### src/rtl/core/cpdd_pkg.sv
// ----------------------------------------------------------------------------
// cpdd_pkg
// Shared types and constants for the cascaded PID differential-drive block:
// request and result payloads, configuration set, microcode word fields.
// ----------------------------------------------------------------------------
package cpdd_pkg;

  // Fixed-point format of the yaw-rate loop and width of the drive commands
  localparam int RATE_F   = 12;
  localparam int DRIVE_W  = 16;

  // Gyro count to rad/s, Q24: round(250 * 3.14159 / 180 * 2^24)
  localparam longint GYRO_K     = 73204353;
  localparam int     GYRO_SHIFT = 39 - RATE_F;
  localparam int     LINE_SHIFT = 16 - RATE_F;

  // Widths of the loop state (signed)
  localparam longint RATE_MAX = (GYRO_K * 32768) >> GYRO_SHIFT;
  localparam int     RATE_W   = $clog2(RATE_MAX + 1) + 1;
  localparam int     SETPT_W  = 16;
  localparam int     ERR_W    = ((RATE_W > SETPT_W) ? RATE_W : SETPT_W) + 1;
  localparam int     RINT_W   = 18;
  localparam int     LINT_W   = 13;

  // Drive saturation bounds
  localparam logic signed [DRIVE_W-1:0] DRIVE_MAX = {1'b0, {(DRIVE_W-1){1'b1}}};
  localparam logic signed [DRIVE_W-1:0] DRIVE_MIN = {1'b1, {(DRIVE_W-1){1'b0}}};

  // Configuration port
  localparam int CFG_ADDR_W = 5;
  localparam int CFG_DATA_W = 32;

  // Request and result payloads
  typedef struct packed {
    logic               req_type;
    logic signed [15:0] gyro_raw;
    logic [9:0]         line_position;
  } in_item_t;

  typedef struct packed {
    logic signed [DRIVE_W-1:0] right_drive;
    logic signed [DRIVE_W-1:0] left_drive;
  } out_item_t;

  // Configuration register set
  typedef struct packed {
    logic [9:0]  rate_kp;
    logic [7:0]  rate_ki;
    logic [7:0]  rate_kd;
    logic [16:0] rate_integral_limit;
    logic [15:0] line_kp;
    logic [15:0] line_ki;
    logic [11:0] line_integral_limit;
    logic [9:0]  line_target;
  } cfg_t;

  // Microcode word fields
  typedef enum logic [2:0] {
    MUL_NONE,
    MUL_GYRO,
    MUL_RKP,
    MUL_RKI,
    MUL_RKD,
    MUL_LKP,
    MUL_LKI
  } mul_sel_t;

  typedef enum logic [2:0] {
    ACC_HOLD,
    ACC_LOAD,
    ACC_ADD,
    ACC_TRUNC_GYRO,
    ACC_TRUNC_RATE,
    ACC_TRUNC_LINE
  } acc_op_t;

  typedef enum logic [2:0] {
    DP_NOP,
    DP_RATE_ERR,
    DP_RATE_INT,
    DP_PREV,
    DP_LINE_ERR,
    DP_LINE_INT,
    DP_SETPT,
    DP_EMIT
  } dp_op_t;

  typedef enum logic [1:0] {
    SEQ_NEXT,
    SEQ_BR_CAM,
    SEQ_END
  } seq_op_t;

  typedef struct packed {
    mul_sel_t mul_sel;
    acc_op_t  acc_op;
    dp_op_t   dp_op;
    seq_op_t  seq_op;
  } ucode_t;

  // Datapath status seen by the sequencer
  typedef struct packed {
    logic is_cam;
    logic out_blocked;
  } dp_stat_t;

endpackage

### src/rtl/core/cpdd_cfg_regs.sv
// ----------------------------------------------------------------------------
// cpdd_cfg_regs
// APB-style register file holding the loop gains, limits and line target.
// ----------------------------------------------------------------------------
module cpdd_cfg_regs
  import cpdd_pkg::*;
(
  input  logic                  clk,
  input  logic                  rst_n,
  input  logic                  psel,
  input  logic                  penable,
  input  logic                  pwrite,
  input  logic [CFG_ADDR_W-1:0] paddr,
  input  logic [CFG_DATA_W-1:0] pwdata,
  output logic [CFG_DATA_W-1:0] prdata,
  output logic                  pready,
  output cfg_t                  cfg
);

  typedef enum logic [2:0] {
    REG_RATE_KP,
    REG_RATE_KI,
    REG_RATE_KD,
    REG_RATE_ILIM,
    REG_LINE_KP,
    REG_LINE_KI,
    REG_LINE_ILIM,
    REG_LINE_TARGET
  } reg_idx_t;

  localparam cfg_t CFG_RESET = '{
    rate_kp:             10'd350,
    rate_ki:             8'd15,
    rate_kd:             8'd0,
    rate_integral_limit: 17'd40960,
    line_kp:             16'd328,
    line_ki:             16'd0,
    line_integral_limit: 12'd1000,
    line_target:         10'd240
  };

  cfg_t     cfg_r, cfg_nxt;
  reg_idx_t idx;
  logic     wr_en;

  assign idx    = reg_idx_t'(paddr[CFG_ADDR_W-1:2]);
  assign wr_en  = psel && penable && pwrite;
  assign pready = 1'b1;
  assign cfg    = cfg_r;

  // Register write, upper bits beyond each field dropped
  always_comb begin
    cfg_nxt = cfg_r;
    if (wr_en) begin
      unique case (idx)
        REG_RATE_KP:     cfg_nxt.rate_kp             = pwdata[9:0];
        REG_RATE_KI:     cfg_nxt.rate_ki             = pwdata[7:0];
        REG_RATE_KD:     cfg_nxt.rate_kd             = pwdata[7:0];
        REG_RATE_ILIM:   cfg_nxt.rate_integral_limit = pwdata[16:0];
        REG_LINE_KP:     cfg_nxt.line_kp             = pwdata[15:0];
        REG_LINE_KI:     cfg_nxt.line_ki             = pwdata[15:0];
        REG_LINE_ILIM:   cfg_nxt.line_integral_limit = pwdata[11:0];
        REG_LINE_TARGET: cfg_nxt.line_target         = pwdata[9:0];
        default:         cfg_nxt                     = cfg_r;
      endcase
    end
  end

  // Read mux
  always_comb begin
    unique case (idx)
      REG_RATE_KP:     prdata = CFG_DATA_W'(cfg_r.rate_kp);
      REG_RATE_KI:     prdata = CFG_DATA_W'(cfg_r.rate_ki);
      REG_RATE_KD:     prdata = CFG_DATA_W'(cfg_r.rate_kd);
      REG_RATE_ILIM:   prdata = CFG_DATA_W'(cfg_r.rate_integral_limit);
      REG_LINE_KP:     prdata = CFG_DATA_W'(cfg_r.line_kp);
      REG_LINE_KI:     prdata = CFG_DATA_W'(cfg_r.line_ki);
      REG_LINE_ILIM:   prdata = CFG_DATA_W'(cfg_r.line_integral_limit);
      REG_LINE_TARGET: prdata = CFG_DATA_W'(cfg_r.line_target);
      default:         prdata = '0;
    endcase
  end

  always_ff @(posedge clk) begin
    if (!rst_n) begin
      cfg_r <= CFG_RESET;
    end else begin
      cfg_r <= cfg_nxt;
    end
  end

endmodule

### config.mk
export PLATFORM = sky130hd
export DESIGN_NAME = cpdd_cfg_regs
export DESIGN_NICKNAME = d
export VERILOG_FILES = /design/src/rtl/core/cpdd_pkg.sv /design/src/rtl/core/cpdd_cfg_regs.sv
export SDC_FILE = /design/constraint.sdc
export NUM_CORES = 1
export LEC_CHECK = 0
export BUFFER_PORTS_ARGS = -buffer_cell sky130_fd_sc_hd__buf_2
export CAP_MARGIN = 20
export CORE_MARGIN = 3
export CORE_UTILIZATION = 30
export DETAILED_ROUTE_END_ITERATION = 12
export SLEW_MARGIN = 25
export SYNTH_ARGS = -nofsm -noshare
export SYNTH_HDL_FRONTEND = slang
export SYNTH_SLANG_ARGS = --single-unit
### constraint.sdc
create_clock -name clk -period 1.95 [get_ports clk]
set_clock_uncertainty 0.15 [all_clocks]
set_input_delay 0.2925 -clock clk [delete_from_list [all_inputs] [get_ports clk]]
set_output_delay 0.2925 -clock clk [all_outputs]
set_load 0.1 [all_outputs]
==> summary.txt, run 1 <==
Power
  – Max VDD drop: roughly 0.35 mV
  – Comb power frac: a little over a fifth
  – Pint: ~3100 µW
  – Cell Pwr Density: roughly 660 mW/mm²
  – Sequential share of power: between 40% and 50%
  – Clock Power Share: a little over a third
  – Switching Share: 31.76%
  – P_sw: about 1500 µW
  – Leakage: 0.002782 µW

Synthesis
  – Main synth FF type: dfxtp_1
  – Seq cells post-synth: 97
  – Syn_area_per_cell: 8.355 µm²
  – Top-area cell type share of the netlist area: between 40% and 50%
  – Post-synth design cell area: roughly 0.0047 mm²
  – Cells after Synth: about 560
  – Post-synth top area cell: dfxtp_1
  – Cell variety after synth: 38
  – Largest cells by area after synthesis: dfxtp_1 (41%), nand2_1 (12%), a21boi_0 (8.5%)
  – Post-synth ARST share: 0%
  – Yosys Warn Count: 0
  – Seq/Total Area, Yosys: roughly two fifths
  – Number of synthesized flops with an enable pin: 0

Worst setup path
  – Worst R2R End: cfg[61]$_SDFFE_PN0P_
  – CP Capture Type: output pin
  – Reg2Reg Depth: 3
  – Worst Path Arrival: about 1.7 ns
  – Worst r2r src: cfg[61]$_SDFFE_PN0P_
  – Crit Path Max Fanout: 3
  – Reg2reg setup slack: between 1 and 1.5 ns
  – Startpoint types: flip-flop
  – Critical path type: flip-flop to output pin
  – WP data required: approximately 1.5 ns

Drt
  – Post-route ant nets: 0
  – Vias/cell: between 4 and 5
  – Post-route DRC violation count: 0
  – DR WL/cell: ~18 µm
  – DR pass1 iterations: 5
  – Routed wire length: around 16 mm
  – 1st-iter DRT viols: approximately 270
  – DR vias: 4604

Hold path
  – Min-delay src: pwdata[15]
  – Hold path cells: 3
  – Worst Hold End: cfg[69]$_SDFFE_PN1P_
  – Tightest Hold Check Type: input pin to flip-flop

GRT
  – Antenna violations before repair: 0
  – Vias in the first global route: ~4.7k
  – Largest net degree at the start of global routing: between 90 and 100
  – Overflow after GRT: 0
  – GRT Util Overall: between 10% and 20%
  – First-pass GRT wire length: around 26 mm

Final layout
  – Total Nets Final: around 760
  – Finished Cell Area: ~0.0070 mm²
  – Leading cell type in the layout, fill and taps excluded: nand2_1
  – Layout cells sized above 1: 50.28%
  – Antenna diodes: 0
  – Most frequent cells in the layout: nand2_1 (147), buf_2 (118), dfxtp_2 (57)
  – Final cell count without fillers: roughly 930
  – P&R area growth vs syn: 48.65%
  – Total of fill cells in the finished design: 1460
  – Max reg flops: between 90 and 100

Die
  – Die Y: roughly 130 µm
  – DIE WIDTH: about 130 µm
  – Die ar.: between 0.015 and 0.02 mm²
  – Initial Utilization: between 30% and 40%
  – Row cnt: 45
  – Core area: ~0.015 mm²
  – Io pins: ~170

Flow run
  – Max-cap violations: 0

Timing
  – Worst slew margin: 65.44%
  – Final period util: 111.6%
  – Fin Setup TNS: -1.084 ns
  – RSZ-0062 raised after global routing: yes
  – PnR worst setup slack: -0.2271 ns
  – Fin crit period: about 2.2 ns
  – Pins Over Slew Limit: 0
  – Fmax: around 460 MHz
  – Worst hold slack: roughly 0.038 ns
  – Hold Vio Cnt, Final: 0
  – Worst Tran Pin Value: 0.5220 ns
  – Final Setup Violations: 6

Placed design
  – Post-DP HPWL: around 12 mm
  – DP Area: about 0.0065 mm²
  – IO Port Bufs: approximately 140
  – Post-placement cell count: 908
  – RD Place Congestion: between 0.8 and 0.9
  – DP Worst Slack: -0.1928 ns

CTS
  – Cts hold-fix bufs: 0
  – CTS max path bufs: 2
  – Reg clk slew, reported paths: 0.06 ns
  – Root buf cell: clkbuf_16
  – Worst-skew pair later-pin latency: roughly 0.34 ns
  – CTS tree: built
  – CTS sink cnt: 97
  – H-tree levels: 3
  – CTS Buf Count: 9

Status
  – Failing checks: negative setup slack
  – Status: complete, but fails checks
[final cells by class]
cell class                 instances  area [µm²]  area share [%]
multi-input combinational        409        2763           39.58
sequential                        97        2145           30.72
timing repair buffer             193        1518           21.74
tap                              211       264.0           3.782
clock buffer                      12       246.5           3.531
inverter                           7       26.28          0.3764
clock inverter                     4       18.77          0.2689
[cell usage after synthesis, types with 4 or more instances]
cell / n
nand3_1: 23
nor2_2: 4
buf_6: 5
mux2_2: 7
nand2_1: 148
nand2b_1: 4
clkbuf_1: 23
nor2b_1: 19
nor2_1: 17
a21boi_1: 4
a221oi_1: 13
a21boi_0: 53
a22o_1: 9
dfxtp_1: 97
buf_2: 11
buf_4: 23
mux2i_1: 37
inv_1: 7
o21ai_0: 31
[how the worst max path moves through the flow]
stage,start,cells after the start,endpoint,slack (ns)
6_report,cfg[4]$_SDFFE_PN1P_,5,prdata[4],-0.23
5_1_grt,cfg[3]$_SDFFE_PN0P_,5,prdata[3],-0.28
4_1_cts,cfg[4]$_SDFFE_PN1P_,5,prdata[4],-0.25
3_5_place_dp,paddr[3],6,prdata[4],-0.19
3_3_place_gp,paddr[3],7,prdata[6],-0.18
2_1_floorplan,paddr[2],4,prdata[13],-0.06
[repair_timing]
action | in CTS | in global routing
pin swaps | 7 | 12
setup buffers | 7 | 2
resized for setup | 19 | 18
endpoints found under the setup margin | 17 | 17
[kinds of logic after synthesis]
family | Yosys count | share of synthesized area [%]
compound gates | 119 | 17.88
buf+inv | 70 | 8.553
flops | 97 | 41.35
mux | 44 | 9.566
other cells | 2 | 0.1599
simple gates | 230 | 22.49
[per-stage QoR]
step           total power [µW]  util (%)
2_1_floorplan              2721         -
3_3_place_gp               2935     42.34
3_5_place_dp               2944     42.34
4_1_cts                    4615     45.13
5_1_grt                    4751     45.75
6_report                   4603     45.75
[critical path: stages (launching register included)]
cell	delay [ns]
dfxtp_4	0.34
mux2_2	0.28
a22o_1	0.21
a221oi_2	0.31
nor2_4	0.08
buf_12	0.17
[per-layer routing]
metal	share of wire [%]	vias up	global-route usage, %
met2	47	159	31.08
met1	43	2224	22.97
li1	-	2182	-
met4	3.2	0	9.335
met3	6.4	39	4.747
met5	0	-	0
[power by group through the flow]
stage / sequential (µW) / clock (µW) / combinational, µW
global placement: 2010 / 0 / 921
floorplan: 2140 / 0 / 584
global route: 1970 / 1760 / 1020
detailed placement: 2020 / 0 / 929
finish: 1970 / 1650 / 981
CTS: 1970 / 1680 / 961
No activity file was read; power rests on OpenSTA's default activity.
==> run 2: changes to the inputs <==
--- a/config.mk
+++ b/config.mk
@@ -8,8 +8,9 @@
 export BUFFER_PORTS_ARGS = -buffer_cell sky130_fd_sc_hd__buf_2
 export CAP_MARGIN = 20
 export CORE_MARGIN = 3
-export CORE_UTILIZATION = 30
+export CORE_UTILIZATION = 50
 export DETAILED_ROUTE_END_ITERATION = 12
+export PLACE_DENSITY = 0.81
 export SLEW_MARGIN = 25
 export SYNTH_ARGS = -nofsm -noshare
 export SYNTH_HDL_FRONTEND = slang
==> summary.txt, run 2 (synthesis gave the netlist of run 1 again) <==
Drt
  – Routed wire length: 15.56 mm (was 16.47 mm)
  – Post-route ant nets: 0 (unchanged)
  – DR WL/cell: 18.68 µm (was 17.66 µm)
  – DR pass1 iterations: 5 (unchanged)
  – Vias/cell: 5.772 (was 4.935)
  – Post-route DRC violation count: 0 (unchanged)
  – 1st-iter DRT viols: 349 (was 265)
  – DR vias: 4808 (was 4604)

Timing
  – Final period util: 114.4% (was 111.6%)
  – RSZ-0062 raised after global routing: yes (unchanged)
  – Fin crit period: 2.230 ns (was 2.177 ns)
  – PnR worst setup slack: -0.2805 ns (was -0.2271 ns)
  – Pins Over Slew Limit: 0 (unchanged)
  – Fmax: 448.3 MHz (was 459.3 MHz)
  – Hold Vio Cnt, Final: 0 (unchanged)
  – Fin Setup TNS: -1.330 ns (was -1.084 ns)
  – Worst Tran Pin Value: 0.6733 ns (was 0.5220 ns)
  – Final Setup Violations: 8 (was 6)
  – Worst slew margin: 55.11% (was 65.44%)

Final layout
  – Finished Cell Area: 0.006721 mm² (was 0.006980 mm²)
  – Layout cells sized above 1: 49.66% (was 50.28%)
  – P&R area growth vs syn: 43.14% (was 48.65%)
  – Max reg flops: 97 (unchanged)
  – Antenna diodes: 0 (unchanged)
  – Most frequent cells in the layout: nand2_1 (148), buf_2 (118), dfxtp_2 (57) (was nand2_1 (147), buf_2 (118), dfxtp_2 (57))
  – Leading cell type in the layout, fill and taps excluded: nand2_1 (unchanged)
  – Final cell count without fillers: 833 (was 933)
  – Total Nets Final: 762 (was 759)

CTS
  – CTS tree: built (unchanged)
  – CTS sink cnt: 97 (unchanged)
  – CTS max path bufs: 2 (unchanged)
  – Root buf cell: clkbuf_8 (was clkbuf_16)
  – Worst-skew pair later-pin latency: 0.36 ns (was 0.34 ns)
  – H-tree levels: 3 (unchanged)
  – CTS Buf Count: 9 (unchanged)
  – Reg clk slew, reported paths: 0.10 ns (was 0.06 ns)

Power
  – Overall power: 4110 µW (was 4603 µW)
  – Cell Pwr Density: 611.5 mW/mm² (was 659.4 mW/mm²)
  – Max VDD drop: 0.3778 mV (was 0.3512 mV)
  – Leakage: 0.002746 µW (was 0.002782 µW)

Worst setup path
  – Crit-path cells: mux2_4, a22o_1, a221oi_2, nor2_4, buf_12 (was mux2_2, a22o_1, a221oi_2, nor2_4, buf_12)
  – Critical path type: flip-flop to output pin (unchanged)
  – Critical-path top delay cell: a221oi_2 (was dfxtp_4)
  – Startpoint types: flip-flop (unchanged)
  – WP data required: 1.51 ns (about the same)
  – Crit Path Max Fanout: 3 (unchanged)
  – Worst Path Arrival: 1.79 ns (was 1.73 ns)
  – CP Capture Type: output pin (unchanged)
  – Reg2Reg Depth: 3 (unchanged)
  – Largest stage delay, worst path: 0.36 ns (was 0.34 ns)

Placed design
  – DP Area: 0.006289 mm² (was 0.006460 mm²)
  – Post-DP HPWL: 10.85 mm (was 11.84 mm)
  – DP Worst Slack: -0.1628 ns (was -0.1928 ns)
  – IO Port Bufs: 138 (unchanged)
  – RD Place Congestion: 0.9157 (was 0.8654)
  – Post-placement cell count: 806 (was 908)

Die
  – Io pins: 172 (unchanged)
  – Die Y: 102.9 µm (was 131.1 µm)
  – Initial Utilization: 52.56% (was 30.77%)
  – Row cnt: 34 (was 45)
  – Core area: 0.008934 mm² (was 0.01526 mm²)
  – DIE WIDTH: 102.9 µm (was 131.1 µm)
  – Die ar.: 0.01059 mm² (was 0.01719 mm²)

Flow run
  – Max-cap violations: 0 (unchanged)

GRT
  – Largest net degree at the start of global routing: 98 (unchanged)
  – First-pass GRT wire length: 23.76 mm (was 25.71 mm)
  – Overflow after GRT: 0 (unchanged)
  – GRT Util Overall: 29.10% (was 18.86%)
  – Vias in the first global route: 4715 (unchanged)
  – Antenna violations before repair: 0 (unchanged)

Status
  – Status: complete, but fails checks (unchanged)
  – Failing checks: negative setup slack (unchanged)

Hold path
  – Hold path cells: 3 (unchanged)
  – Tightest Hold Check Type: input pin to flip-flop (unchanged)
run 2: changes by cell type in the layout (fill, tap and decap cells not counted), sizes merged:
cell      change
buf           +2
clkbuf        -1
clkinvlp      +1
inv           +1
run 2: path summary, 6_finish.rpt:
kind	start	to	slack (ns)
max	cfg[25]$_SDFFE_PN0P_	prdata[3]	-0.28
min	pwdata[16]	cfg[70]$_SDFFE_PN0P_	0.02
max reg2reg	cfg[24]$_SDFFE_PN0P_	cfg[24]$_SDFFE_PN0P_	0.98
min reg2reg	cfg[68]$_SDFFE_PN0P_	cfg[68]$_SDFFE_PN0P_	0.33
run 2: per-layer routing:
metal	track usage [%]	vias up	share of wire, %
li1	-	2187	-
met1	35.78	2299	38
met2	49.09	278	49
met3	6.292	44	9.9
met4	12.55	0	3.0
met5	0	-	0
run 2: cell type report:
type	count	area [µm²]
clock buffer	10	127.6
clock inverter	6	33.78
fill	611	2212
inverter	7	26.28
multi-input combinational	409	2766
sequential	97	2145
tap	108	135.1
timing repair buffer	196	1488
run 2: power by group:
group,switching [µW],internal (µW),leakage (µW)
Combinational,686,290,0.00185
Sequential,15.1,1950,0.000819
Clock,709,457,0.0000815
run 2: worst max-delay path: cells and delay by family, from the launching register on:
kind            cells  cell delay (ns)
compound gates      2             0.55
buf+inv             1             0.17
mux                 1             0.27
flops               1             0.35
simple gates        1             0.07
run 2: metrics by stage:
step                utilization [%]  hold slack [ns]
floorplan                         -           0.2657
global placement              70.39           0.3015
detailed placement            70.39           0.3165
CTS                           73.96          0.01282
global route                  75.24          0.02131
finish                        75.24          0.01727
run 2: timing repair:
| action | in CTS | in global routing |
|---|---|---|
| pin swaps | 13 | 11 |
| setup endpoints to repair | 17 | 14 |
| buffers inserted | 7 | 3 |
| resized for setup | 23 | 11 |
| hold buffers | 0 | 0 |
| gates cloned | 0 | 1 |
