[config.mk]
export PLATFORM = sky130hd
export DESIGN_NAME = cpdd_sequencer
export DESIGN_NICKNAME = d
export VERILOG_FILES = /design/src/rtl/core/cpdd_pkg.sv /design/src/rtl/core/cpdd_sequencer.sv
export SDC_FILE = /design/constraint.sdc
export NUM_CORES = 1
export LEC_CHECK = 0
export BUFFER_PORTS_ARGS = -buffer_cell sky130_fd_sc_hd__buf_2
export CORE_AREA = 3 3 40 42
export DETAILED_ROUTE_END_ITERATION = 10
export DIE_AREA = 0 0 43 45
export MAX_ROUTING_LAYER = met4
export PLACE_DENSITY = 0.78
export SLEW_MARGIN = 25
export SYNTH_ARGS = -nofsm -noshare
export SYNTH_HDL_FRONTEND = slang
export SYNTH_SLANG_ARGS = --single-unit
[constraint.sdc]
create_clock -name clk -period 3 [get_ports clk]
set_input_delay 0.9 -clock clk [delete_from_list [all_inputs] [get_ports clk]]
set_output_delay 0.9 -clock clk [all_outputs]
set_load 0.005 [all_outputs]
[src/rtl/core/cpdd_pkg.sv]
// ----------------------------------------------------------------------------
// cpdd_pkg
// Shared types and constants for the cascaded PID differential-drive block:
// request and result payloads, configuration set, microcode word fields.
// ----------------------------------------------------------------------------
package cpdd_pkg;

  // Fixed-point format of the yaw-rate loop and width of the drive commands
  localparam int RATE_F   = 12;
  localparam int DRIVE_W  = 16;

  // Gyro count to rad/s, Q24: round(250 * 3.14159 / 180 * 2^24)
  localparam longint GYRO_K     = 73204353;
  localparam int     GYRO_SHIFT = 39 - RATE_F;
  localparam int     LINE_SHIFT = 16 - RATE_F;

  // Widths of the loop state (signed)
  localparam longint RATE_MAX = (GYRO_K * 32768) >> GYRO_SHIFT;
  localparam int     RATE_W   = $clog2(RATE_MAX + 1) + 1;
  localparam int     SETPT_W  = 16;
  localparam int     ERR_W    = ((RATE_W > SETPT_W) ? RATE_W : SETPT_W) + 1;
  localparam int     RINT_W   = 18;
  localparam int     LINT_W   = 13;

  // Drive saturation bounds
  localparam logic signed [DRIVE_W-1:0] DRIVE_MAX = {1'b0, {(DRIVE_W-1){1'b1}}};
  localparam logic signed [DRIVE_W-1:0] DRIVE_MIN = {1'b1, {(DRIVE_W-1){1'b0}}};

  // Configuration port
  localparam int CFG_ADDR_W = 5;
  localparam int CFG_DATA_W = 32;

  // Request and result payloads
  typedef struct packed {
    logic               req_type;
    logic signed [15:0] gyro_raw;
    logic [9:0]         line_position;
  } in_item_t;

  typedef struct packed {
    logic signed [DRIVE_W-1:0] right_drive;
    logic signed [DRIVE_W-1:0] left_drive;
  } out_item_t;

  // Configuration register set
  typedef struct packed {
    logic [9:0]  rate_kp;
    logic [7:0]  rate_ki;
    logic [7:0]  rate_kd;
    logic [16:0] rate_integral_limit;
    logic [15:0] line_kp;
    logic [15:0] line_ki;
    logic [11:0] line_integral_limit;
    logic [9:0]  line_target;
  } cfg_t;

  // Microcode word fields
  typedef enum logic [2:0] {
    MUL_NONE,
    MUL_GYRO,
    MUL_RKP,
    MUL_RKI,
    MUL_RKD,
    MUL_LKP,
    MUL_LKI
  } mul_sel_t;

  typedef enum logic [2:0] {
    ACC_HOLD,
    ACC_LOAD,
    ACC_ADD,
    ACC_TRUNC_GYRO,
    ACC_TRUNC_RATE,
    ACC_TRUNC_LINE
  } acc_op_t;

  typedef enum logic [2:0] {
    DP_NOP,
    DP_RATE_ERR,
    DP_RATE_INT,
    DP_PREV,
    DP_LINE_ERR,
    DP_LINE_INT,
    DP_SETPT,
    DP_EMIT
  } dp_op_t;

  typedef enum logic [1:0] {
    SEQ_NEXT,
    SEQ_BR_CAM,
    SEQ_END
  } seq_op_t;

  typedef struct packed {
    mul_sel_t mul_sel;
    acc_op_t  acc_op;
    dp_op_t   dp_op;
    seq_op_t  seq_op;
  } ucode_t;

  // Datapath status seen by the sequencer
  typedef struct packed {
    logic is_cam;
    logic out_blocked;
  } dp_stat_t;

endpackage

[src/rtl/core/cpdd_sequencer.sv]
// ----------------------------------------------------------------------------
// cpdd_sequencer
// Microprogram ROM and step counter. One control word per step; step 0
// branches to the camera routine, the last step of each routine ends it.
// ----------------------------------------------------------------------------
module cpdd_sequencer
  import cpdd_pkg::*;
(
  input  logic     clk,
  input  logic     rst_n,
  input  logic     start,
  input  dp_stat_t stat,
  output logic     busy,
  output logic     step_en,
  output ucode_t   uc
);

  localparam int UPC_W     = 4;
  localparam int ROM_DEPTH = 1 << UPC_W;
  localparam logic [UPC_W-1:0] CAM_ENTRY = UPC_W'(9);

  // Gyro routine at 0..8, camera routine at 9..14
  localparam ucode_t ROM [ROM_DEPTH] = '{
    '{MUL_GYRO, ACC_HOLD,       DP_NOP,      SEQ_BR_CAM},  // 0  rate product
    '{MUL_NONE, ACC_TRUNC_GYRO, DP_NOP,      SEQ_NEXT},    // 1  scale to Q(F)
    '{MUL_NONE, ACC_HOLD,       DP_RATE_ERR, SEQ_NEXT},    // 2  error
    '{MUL_RKP,  ACC_HOLD,       DP_RATE_INT, SEQ_NEXT},    // 3  kp*e, integral
    '{MUL_RKI,  ACC_LOAD,       DP_NOP,      SEQ_NEXT},    // 4  ki*I
    '{MUL_RKD,  ACC_ADD,        DP_PREV,     SEQ_NEXT},    // 5  kd*(e-prev)
    '{MUL_NONE, ACC_ADD,        DP_NOP,      SEQ_NEXT},    // 6
    '{MUL_NONE, ACC_TRUNC_RATE, DP_NOP,      SEQ_NEXT},    // 7  drop Q(F)
    '{MUL_NONE, ACC_HOLD,       DP_EMIT,     SEQ_END},     // 8  drives out
    '{MUL_NONE, ACC_HOLD,       DP_LINE_ERR, SEQ_NEXT},    // 9  line error
    '{MUL_LKP,  ACC_HOLD,       DP_LINE_INT, SEQ_NEXT},    // 10 kp*e, integral
    '{MUL_LKI,  ACC_LOAD,       DP_NOP,      SEQ_NEXT},    // 11 ki*I
    '{MUL_NONE, ACC_ADD,        DP_NOP,      SEQ_NEXT},    // 12
    '{MUL_NONE, ACC_TRUNC_LINE, DP_NOP,      SEQ_NEXT},    // 13 Q16 to Q(F)
    '{MUL_NONE, ACC_HOLD,       DP_SETPT,    SEQ_END},     // 14 store setpoint
    '{MUL_NONE, ACC_HOLD,       DP_NOP,      SEQ_END}      // 15 spare
  };

  logic             busy_r, busy_nxt;
  logic [UPC_W-1:0] upc_r, upc_nxt;
  logic             stall;

  assign uc      = ROM[upc_r];
  // Emit waits while the result register is still held
  assign stall   = (uc.dp_op == DP_EMIT) && stat.out_blocked;
  assign step_en = busy_r && !stall;
  assign busy    = busy_r;

  // Step counter and branch
  always_comb begin
    busy_nxt = busy_r;
    upc_nxt  = upc_r;
    if (start) begin
      busy_nxt = 1'b1;
      upc_nxt  = '0;
    end else if (step_en) begin
      unique case (uc.seq_op)
        SEQ_END:    busy_nxt = 1'b0;
        SEQ_BR_CAM: upc_nxt  = stat.is_cam ? CAM_ENTRY : upc_r + 1'b1;
        default:    upc_nxt  = upc_r + 1'b1;
      endcase
    end
  end

  always_ff @(posedge clk) begin
    if (!rst_n) begin
      busy_r <= 1'b0;
      upc_r  <= '0;
    end else begin
      busy_r <= busy_nxt;
      upc_r  <= upc_nxt;
    end
  end

endmodule

==> out/metrics.cfg, run 1 <==
[status]
status = complete, no violations

[setup_path]
crit_fanout = 7
crit_family = multiplexers
crit_path_max_incr_delay_ns = 0.47
critPathKind = flop to primary output
slowest_stage = mux4_2
path_buf_inv = 2
path_cells = inv_1 > ha_1 > mux4_2 > buf_2
cp.depth = 4
worstPathArrival_ns = 1.74
cp.required_ns = 2.10
endpoint_kind = primary output
cp-start-kind = flop
r2r_cells = 6

[route]
route.met3.wl_um = 62
drtAntennaViolNets = 0
drtIter0Drc = 18
finalWirelength_um = 1170
routed_via_density = 5.37
first_pass_iters = 4
highest_layer = met4
met2_length_um = 563
post-route-drc-count = 0
met1_length_um = 529
wl_per_cell_um = 11.6
dr_total_vias = 542

[synth]
synthTopCellsByCount = ha_1, o21ai_0, nand2_1, dfxtp_1, inv_1
synth_edf_count = 0
ys_types = 27
synthTopCellsByArea = dfxtp_1, ha_1, o21ai_0, mux2i_1, buf_6
yosysTopAreaCellShare_pct = 18.3
ys_ff_latch = 5
syn_area_um2 = 547
syn_nets = 79
synth-seq-area-share_pct = 18.3
synth_cells = 67
postSynth.asyncResetShare_pct = 0
synth_area_per_cell_um2 = 8.16
ys_warn_count = 0
ys.flop_type = dfxtp_1
netlist.top_cell.by_area = dfxtp_1

[sta]
fin_skew_ns = 0.00427
setup_violations = 0
fin_crit_ns = 2.64
hold_viol = 0
setup_ws_ns = 0.364
tightest_slew_ns = 0.560
fin_setup_tns_ns = 0
rsz0062_at_grt = false
finalMaxSlewViolations = 0
relSlewSlack_pct = 62.6
fmax_mhz = 379
fin_hold_ws_ns = 0.561
period_share_pct = 87.9

[finish]
diodes = 0
n_fill_cell = 132
seq_area_um2 = 100
area_growth_pct = 20.1
fin_nets = 99
multi_input_area_um2 = 394
drive_gt1_share_pct = 30.2
finalInstanceArea_um2 = 657

[placed_design]
io_buffers = 17
place_area_um2 = 631
gp_congestion = 0.844
dp_hpwl_um = 899
post-place-ws_ns = 0.650

[flow_run]
max_cap_violations = 0

[cts]
cts_root_buffer = clkbuf_4
clk_latency_ns = 0.24
tritoncts = built
cts_resized = 0
htree_levels = 1
cts-buffers-inserted = 3
postCtsSetupRepairBufs = 0
clock-sinks = 5
path_clk_slew_ns = 0.04
cts_max_path_buffers = 2
ctsHoldBuffers = 0

[floorplan]
die-height_um = 45
die_area_um2 = 1940
core_area_um2 = 1280
die_w_um = 43
start_util_pct = 42.6
row_count = 13
ios = 18

[power_and_ir_drop]
ir_drop_mv = 0.234
power_density_nw_per_um2 = 284
p_leak_uw = 0.000313
total_power_uw = 187

[worst_hold_path]
hold_path_class = flop to flop
hold_path_depth = 2

[global_route]
overflow = 0
grt_usage_pct = 13.6
grt_pass1_vias = 503
grt_pass1_wl_um = 1950
grt_antenna_before_repair = 0
grt_max_degree = 16

## flip-flops by register name, indices dropped and copies added (netlist names)
signal,count
busy,1
upc_r,4
## worst reg2reg max path, cell delays in order, from the launching register on
cell      delay (ns)
dfxtp_1         0.46
inv_1           0.14
ha_1            0.30
mux2_4          0.32
a21boi_4        0.22
a31oi_1         0.12
o21a_1          0.11
## cell usage in the layout, fill, tap and decap left out
| cell | n |
|---|---|
| buf_2 | 17 |
| o21ai_0 | 7 |
| ha_1 | 7 |
| nand2_1 | 6 |
| inv_1 | 5 |
| dfxtp_1 | 5 |
| nand3_1 | 4 |
| nor2_1 | 4 |
| a21oi_1 | 3 |
| mux2i_1 | 3 |
| clkbuf_4 | 3 |
| o22ai_1 | 2 |
| nand2b_1 | 2 |
| and2_1 | 2 |
| o31ai_1 | 2 |
| inv_4 | 1 |
| mux4_2 | 1 |
| o211a_1 | 1 |
| mux2_4 | 1 |
| nor2_2 | 1 |
| o211ai_1 | 1 |
| nand4_1 | 1 |
| nand3b_1 | 1 |
| a21boi_4 | 1 |
| nand4b_1 | 1 |
| a31oi_1 | 1 |
| o21a_1 | 1 |
| clkbuf_1 | 1 |
| buf_4 | 1 |
## logic make-up after synthesis
logic type                 count (synthesis)  share of synthesized area [%]
and+or+nand+nor                           22                           20.4
AOI/OAI and AO/OA                         19                           23.3
buffers and inverters                      9                           9.61
adders and majority gates                  7                           16.0
muxes                                      5                           12.4
DFF                                        5                           18.3
## area by class of cell
| class | count | share of cell area [%] |
|---|---|---|
| repair buffers | 18 | 14.1 |
| inverters | 6 | 3.81 |
| clock buffers | 4 | 4.00 |
| flip-flops and latches | 5 | 15.2 |
| multi-input cells | 53 | 60.0 |
| well taps | 15 | 2.86 |
## worst paths after layout
kind / start / endpoint / slack, ns
worst min register to register: busy$_SDFFE_PN0P_ / upc_r[3]$_SDFFE_PP0P_ / 0.56
worst min-delay path: busy$_SDFFE_PN0P_ / upc_r[3]$_SDFFE_PP0P_ / 0.56
worst max register to register: upc_r[1]$_SDFFE_PP0P_ / upc_r[0]$_SDFFE_PP0P_ / 1.23
worst max-delay path: upc_r[1]$_SDFFE_PP0P_ / uc[3] / 0.36
## routing by layer
metal	global-route usage, %	vias to the layer above
met5	-	-
met4	6.63	0
met3	4.78	2
met2	21.6	16
met1	15.2	246
li1	-	278
## report_power, final
group | total, µW | leakage (µW) | internal [µW] | switching (µW)
logic | 38.9 | 0.000257 | 19.2 | 19.7
clock network | 75.7 | 0.0000150 | 50.1 | 25.6
registers | 72.1 | 0.0000408 | 68.9 | 3.11
total | 187 | 0.000313 | 138 | 48.4
## stage by stage
step | cells | utilization, %
5_1_grt | 101 | 51.1
2_1_floorplan | 67 | -
4_1_cts | 101 | 51.1
6_report | 101 | 51.1
3_3_place_gp | 97 | 49.1
3_5_place_dp | 97 | 49.1
No activity file was read; power rests on OpenSTA's default activity.
==> inputs of run 2 (changes only) <==
CELL_PAD_IN_SITES_DETAIL_PLACEMENT = 1   (was default)
CELL_PAD_IN_SITES_GLOBAL_PLACEMENT = 2   (was default)
CORE_AREA = default   (was 3 3 40 42)
CORE_ASPECT_RATIO = 1.1   (was default)
CORE_MARGIN = 3   (was default)
CORE_UTILIZATION = 29   (was default)
DIE_AREA = default   (was 0 0 43 45)
PLACE_DENSITY = 0.92   (was 0.78)
==> out/metrics.cfg, run 2 (synthesis gave the netlist of run 1 again) <==
[status]
status = complete, no violations

[finish]
final_cells = 103
diodes = 0
area_growth_pct = 20.6
fin_nets = 99
regMostFlops = upc_r
largest_reg_flops = 4
drive_gt1_share_pct = 30.2
final_cell_mix = buf_2, o21ai_0, ha_1
seq_area_um2 = 100
final_common_cell = buf_2
n_fill_cell = 207
final_util_pct = 39.5
multi_input_area_um2 = 394

[global_route]
grt_max_degree = 15
grt_usage_pct = 13.7
grt_antenna_before_repair = 0
grt_pass1_wl_um = 2310
overflow = 0
grt_pass1_vias = 530

[cts]
tritoncts = built
cts_max_path_buffers = 2
clk_latency_ns = 0.25
postCtsSetupRepairBufs = 0
path_clk_slew_ns = 0.05
htree_levels = 1
ctsHoldBuffers = 0
cts_root_buffer = clkbuf_4
cts-buffers-inserted = 3
clock-sinks = 5
cts_resized = 0

[sta]
hold_viol = 0
fin_crit_ns = 2.63
tightest_slew_ns = 0.524
fmax_mhz = 381
fin_setup_tns_ns = 0
finalMaxSlewViolations = 0
relSlewSlack_pct = 65.0
period_share_pct = 87.5
fin_skew_ns = 0.00252
setup_violations = 0
rsz0062_at_grt = false

[setup_path]
critPathKind = flop to primary output
path_buf_inv = 2
r2r-end = upc_r[0]$_SDFFE_PP0P_
crit_family = flip-flops
path_cells = inv_1 > ha_1 > a21oi_1 > nor2_1 > nand4_1 > and2_1 > buf_2
regToRegSetupSlack_ns = 1.25
cp.required_ns = 2.10
crit_path_max_incr_delay_ns = 0.44
cp-start-kind = flop
worstPathArrival_ns = 1.73
crit_fanout = 7
r2r_cells = 6
endpoint_kind = primary output
slowest_stage = dfxtp_1
r2r_start = upc_r[1]$_SDFFE_PP0P_

[placed_design]
dp_hpwl_um = 1100
io_buffers = 17
dp_cells = 99
gp_congestion = 0.755

[floorplan]
start_util_pct = 32.7
ios = 18
core_area_um2 = 1670
die_area_um2 = 2440
die_w_um = 47.4
die-height_um = 51.5
row_count = 15

[route]
first_pass_iters = 4
drtIter0Drc = 7
finalWirelength_um = 1380
wl_per_cell_um = 13.4
routed_via_density = 5.19
dr_total_vias = 535
post-route-drc-count = 0
drtAntennaViolNets = 0

[flow_run]
max_cap_violations = 0

[power_and_ir_drop]
p_leak_uw = 0.000313
ir_drop_mv = 0.211
power_density_nw_per_um2 = 294

[worst_hold_path]
hold_path_depth = 2
hold_path_class = flop to flop
min_to = upc_r[3]$_SDFFE_PP0P_
hp-start = busy$_SDFFE_PN0P_

==> run 2: cell counts in the layout (fill, tap and decap cells not counted) <==
No cell type changed its count.
==> run 2: power breakdown <==
part	internal, µW	switching, µW	leakage, µW
sequential	68.9	3.20	0.0000408
clock	50.5	31.7	0.0000150
combinational	19.2	20.5	0.000257
total	139	55.4	0.000313
==> run 2: metrics by stage <==
step	worst slack, ns	power, µW	cell area, µm²	hold slack (ns)
finish	0.374	194	659	0.569
global route	0.193	208	659	0.607
CTS	0.365	199	659	0.567
detailed placement	0.650	114	633	0.561
global placement	0.683	113	633	0.540
floorplan	0.901	98.2	547	0.531
==> run 2: per-layer routing <==
metal	routed length, µm	GRT usage, %	up-vias
met3	72	5.54	2
met4	16	6.45	0
met2	656	19.9	13
met1	632	16.2	245
li1	-	-	275
met5	0	-	-
==> run 2: layout make-up <==
cell class              instances  share of cell area (%)
multi-input cells              53                    59.8
flip-flops and latches          5                    15.2
repair buffers                 18                    14.0
clock buffers                   4                    3.98
inverters                       6                    3.80
well taps                      17                    3.23
==> run 2: tightest hold or removal path, delay by kind of cell, from the launching register on <==
kind,cells,cell delay [ns]
flip-flops,1,0.33
AO/OA/AOI/OAI,1,0.14
AND/OR/NAND/NOR,1,0.05
==> run 2: worst max path at each step <==
| stage | start | end | depth (start not counted) | slack [ns] |
|---|---|---|---|---|
| after floorplan | upc_r[1]$_SDFFE_PP0P_ | uc[3] | 3 | 0.90 |
| after global placement | upc_r[0]$_SDFFE_PP0P_ | uc[3] | 4 | 0.68 |
| after detailed placement | upc_r[1]$_SDFFE_PP0P_ | step_en | 7 | 0.65 |
| after CTS | upc_r[1]$_SDFFE_PP0P_ | step_en | 7 | 0.36 |
| after global routing | upc_r[1]$_SDFFE_PP0P_ | step_en | 7 | 0.19 |
| final | upc_r[1]$_SDFFE_PP0P_ | step_en | 7 | 0.37 |
==> inputs of run 3 (changes only) <==
--- a/config.mk
+++ b/config.mk
@@ -16,2 +16,3 @@
 export PLACE_DENSITY = 0.92
+export SKIP_CTS_REPAIR_TIMING = 1
 export SLEW_MARGIN = 25
==> constraint.sdc (replaced) <==
create_clock -name clk -period 3 [get_ports clk]
set_input_delay 0.45 -clock clk [delete_from_list [all_inputs] [get_ports clk]]
set_output_delay 0.45 -clock clk [all_outputs]
set_load 0.005 [all_outputs]
==> out/metrics.cfg, run 3 (synthesis gave the netlist of run 1 again) <==
[sta]
hold_viol = 0
finalMaxSlewViolations = 0
period_share_pct = 72.4
fin_crit_ns = 2.17
fmax_mhz = 460
relSlewSlack_pct = 64.5
rsz0062_at_grt = false
fin_skew_ns = 0.000738
setup_violations = 0
fin_setup_tns_ns = 0
tightest_slew_ns = 0.531

[worst_hold_path]
hp-start = rst_n
min_to = busy$_SDFFE_PN0P_
hold_path_class = primary input to flop
hold_path_depth = 3

[placed_design]
gp_congestion = 0.839
io_buffers = 17
dp_hpwl_um = 1150

[setup_path]
r2r-end = upc_r[0]$_SDFFE_PP0P_
critPathKind = flop to primary output
worstPathArrival_ns = 1.72
r2r_cells = 6
r2r_start = upc_r[1]$_SDFFE_PP0P_
endpoint_kind = primary output
crit_path_max_incr_delay_ns = 0.47
startpoint = upc_r[1]$_SDFFE_PP0P_
path_cells = inv_1 > ha_1 > mux4_2 > buf_2
cp.required_ns = 2.55
regToRegSetupSlack_ns = 1.29
crit_fanout = 7
slowest_stage = mux4_2
cp-start-kind = flop

[status]
status = complete, no violations

[cts]
tritoncts = built
path_clk_slew_ns = 0.04
clock-sinks = 5
cts-buffers-inserted = 3
clk_latency_ns = 0.24
cts_root_buffer = clkbuf_4
htree_levels = 1
cts_max_path_buffers = 2

[flow_run]
max_cap_violations = 0

[global_route]
grt_pass1_vias = 530
grt_max_degree = 13
grt_usage_pct = 13.5
grt_antenna_before_repair = 0
grt_pass1_wl_um = 2300
overflow = 0

[finish]
fin_nets = 99
area_growth_pct = 20.6
final_common_cell = buf_2
final_util_pct = 39.5
final_cell_mix = buf_2, o21ai_0, ha_1
largest_reg_flops = 4
regMostFlops = upc_r
diodes = 0
drive_gt1_share_pct = 30.2

[route]
finalWirelength_um = 1410
post-route-drc-count = 0
drtAntennaViolNets = 0
first_pass_iters = 4
dr_total_vias = 547
wl_per_cell_um = 13.7
routed_via_density = 5.31
drtIter0Drc = 8

[floorplan]
die-height_um = 51.5
ios = 18
die_area_um2 = 2440
start_util_pct = 32.7
die_w_um = 47.4
core_area_um2 = 1670
row_count = 15

[power_and_ir_drop]
p_leak_uw = 0.000313
total_power_uw = 191
ir_drop_mv = 0.231
power_density_nw_per_um2 = 290

==> run 3: cell counts in the layout (fill, tap and decap cells not counted) <==
Identical to the previous run, type by type.
==> run 3: final cells by class <==
class | instances | area (µm²)
clock buffer | 4 | 26.3
fill | 220 | 1010
inverter | 6 | 25.0
multi-input combinational | 53 | 394
sequential | 5 | 100
tap | 17 | 21.3
timing repair buffer | 18 | 92.6
==> run 3: worst max-delay path by stage <==
stage	depth (start not counted)	endpoint
after floorplan	3	uc[3]
after global placement	7	step_en
after detailed placement	4	uc[3]
after CTS	4	uc[3]
after global routing	7	step_en
final	4	uc[3]
==> run 3: worst max-delay path: cells and delay by family, from the launching register on <==
kind | cells | cell delay [ns]
mux | 1 | 0.47
buf+inv | 2 | 0.27
flops | 1 | 0.44
fa+ha+maj | 1 | 0.30
==> run 3: where the power goes <==
part           switching, µW  total, µW  internal [µW]  leakage, µW
clock network           28.8       79.1           50.4    0.0000150
registers               3.75       72.6           68.9    0.0000408
logic                   20.0       39.2           19.2     0.000257
total                   52.5        191            138     0.000313
==> run 3: through the flow <==
step           instance area (µm²)  std cells  hold WS [ns]  setup slack [ns]
5_1_grt                        659        103         0.491             0.642
3_5_place_dp                   633         99         0.545              1.08
3_3_place_gp                   633         99         0.535              1.12
6_report                       659        103         0.494             0.827
4_1_cts                        659        103         0.492             0.805
2_1_floorplan                  547         67         0.531              1.35
==> run 3: layer usage <==
metal | share of wire [%] | routed length (µm) | global-route usage [%] | up-vias
li1 | - | - | - | 276
met4 | 0 | 0 | 4.15 | 0
met3 | 3.8 | 53 | 5.19 | 0
met5 | 0 | 0 | - | -
met2 | 50 | 710 | 21.4 | 13
met1 | 46 | 645 | 15.3 | 258
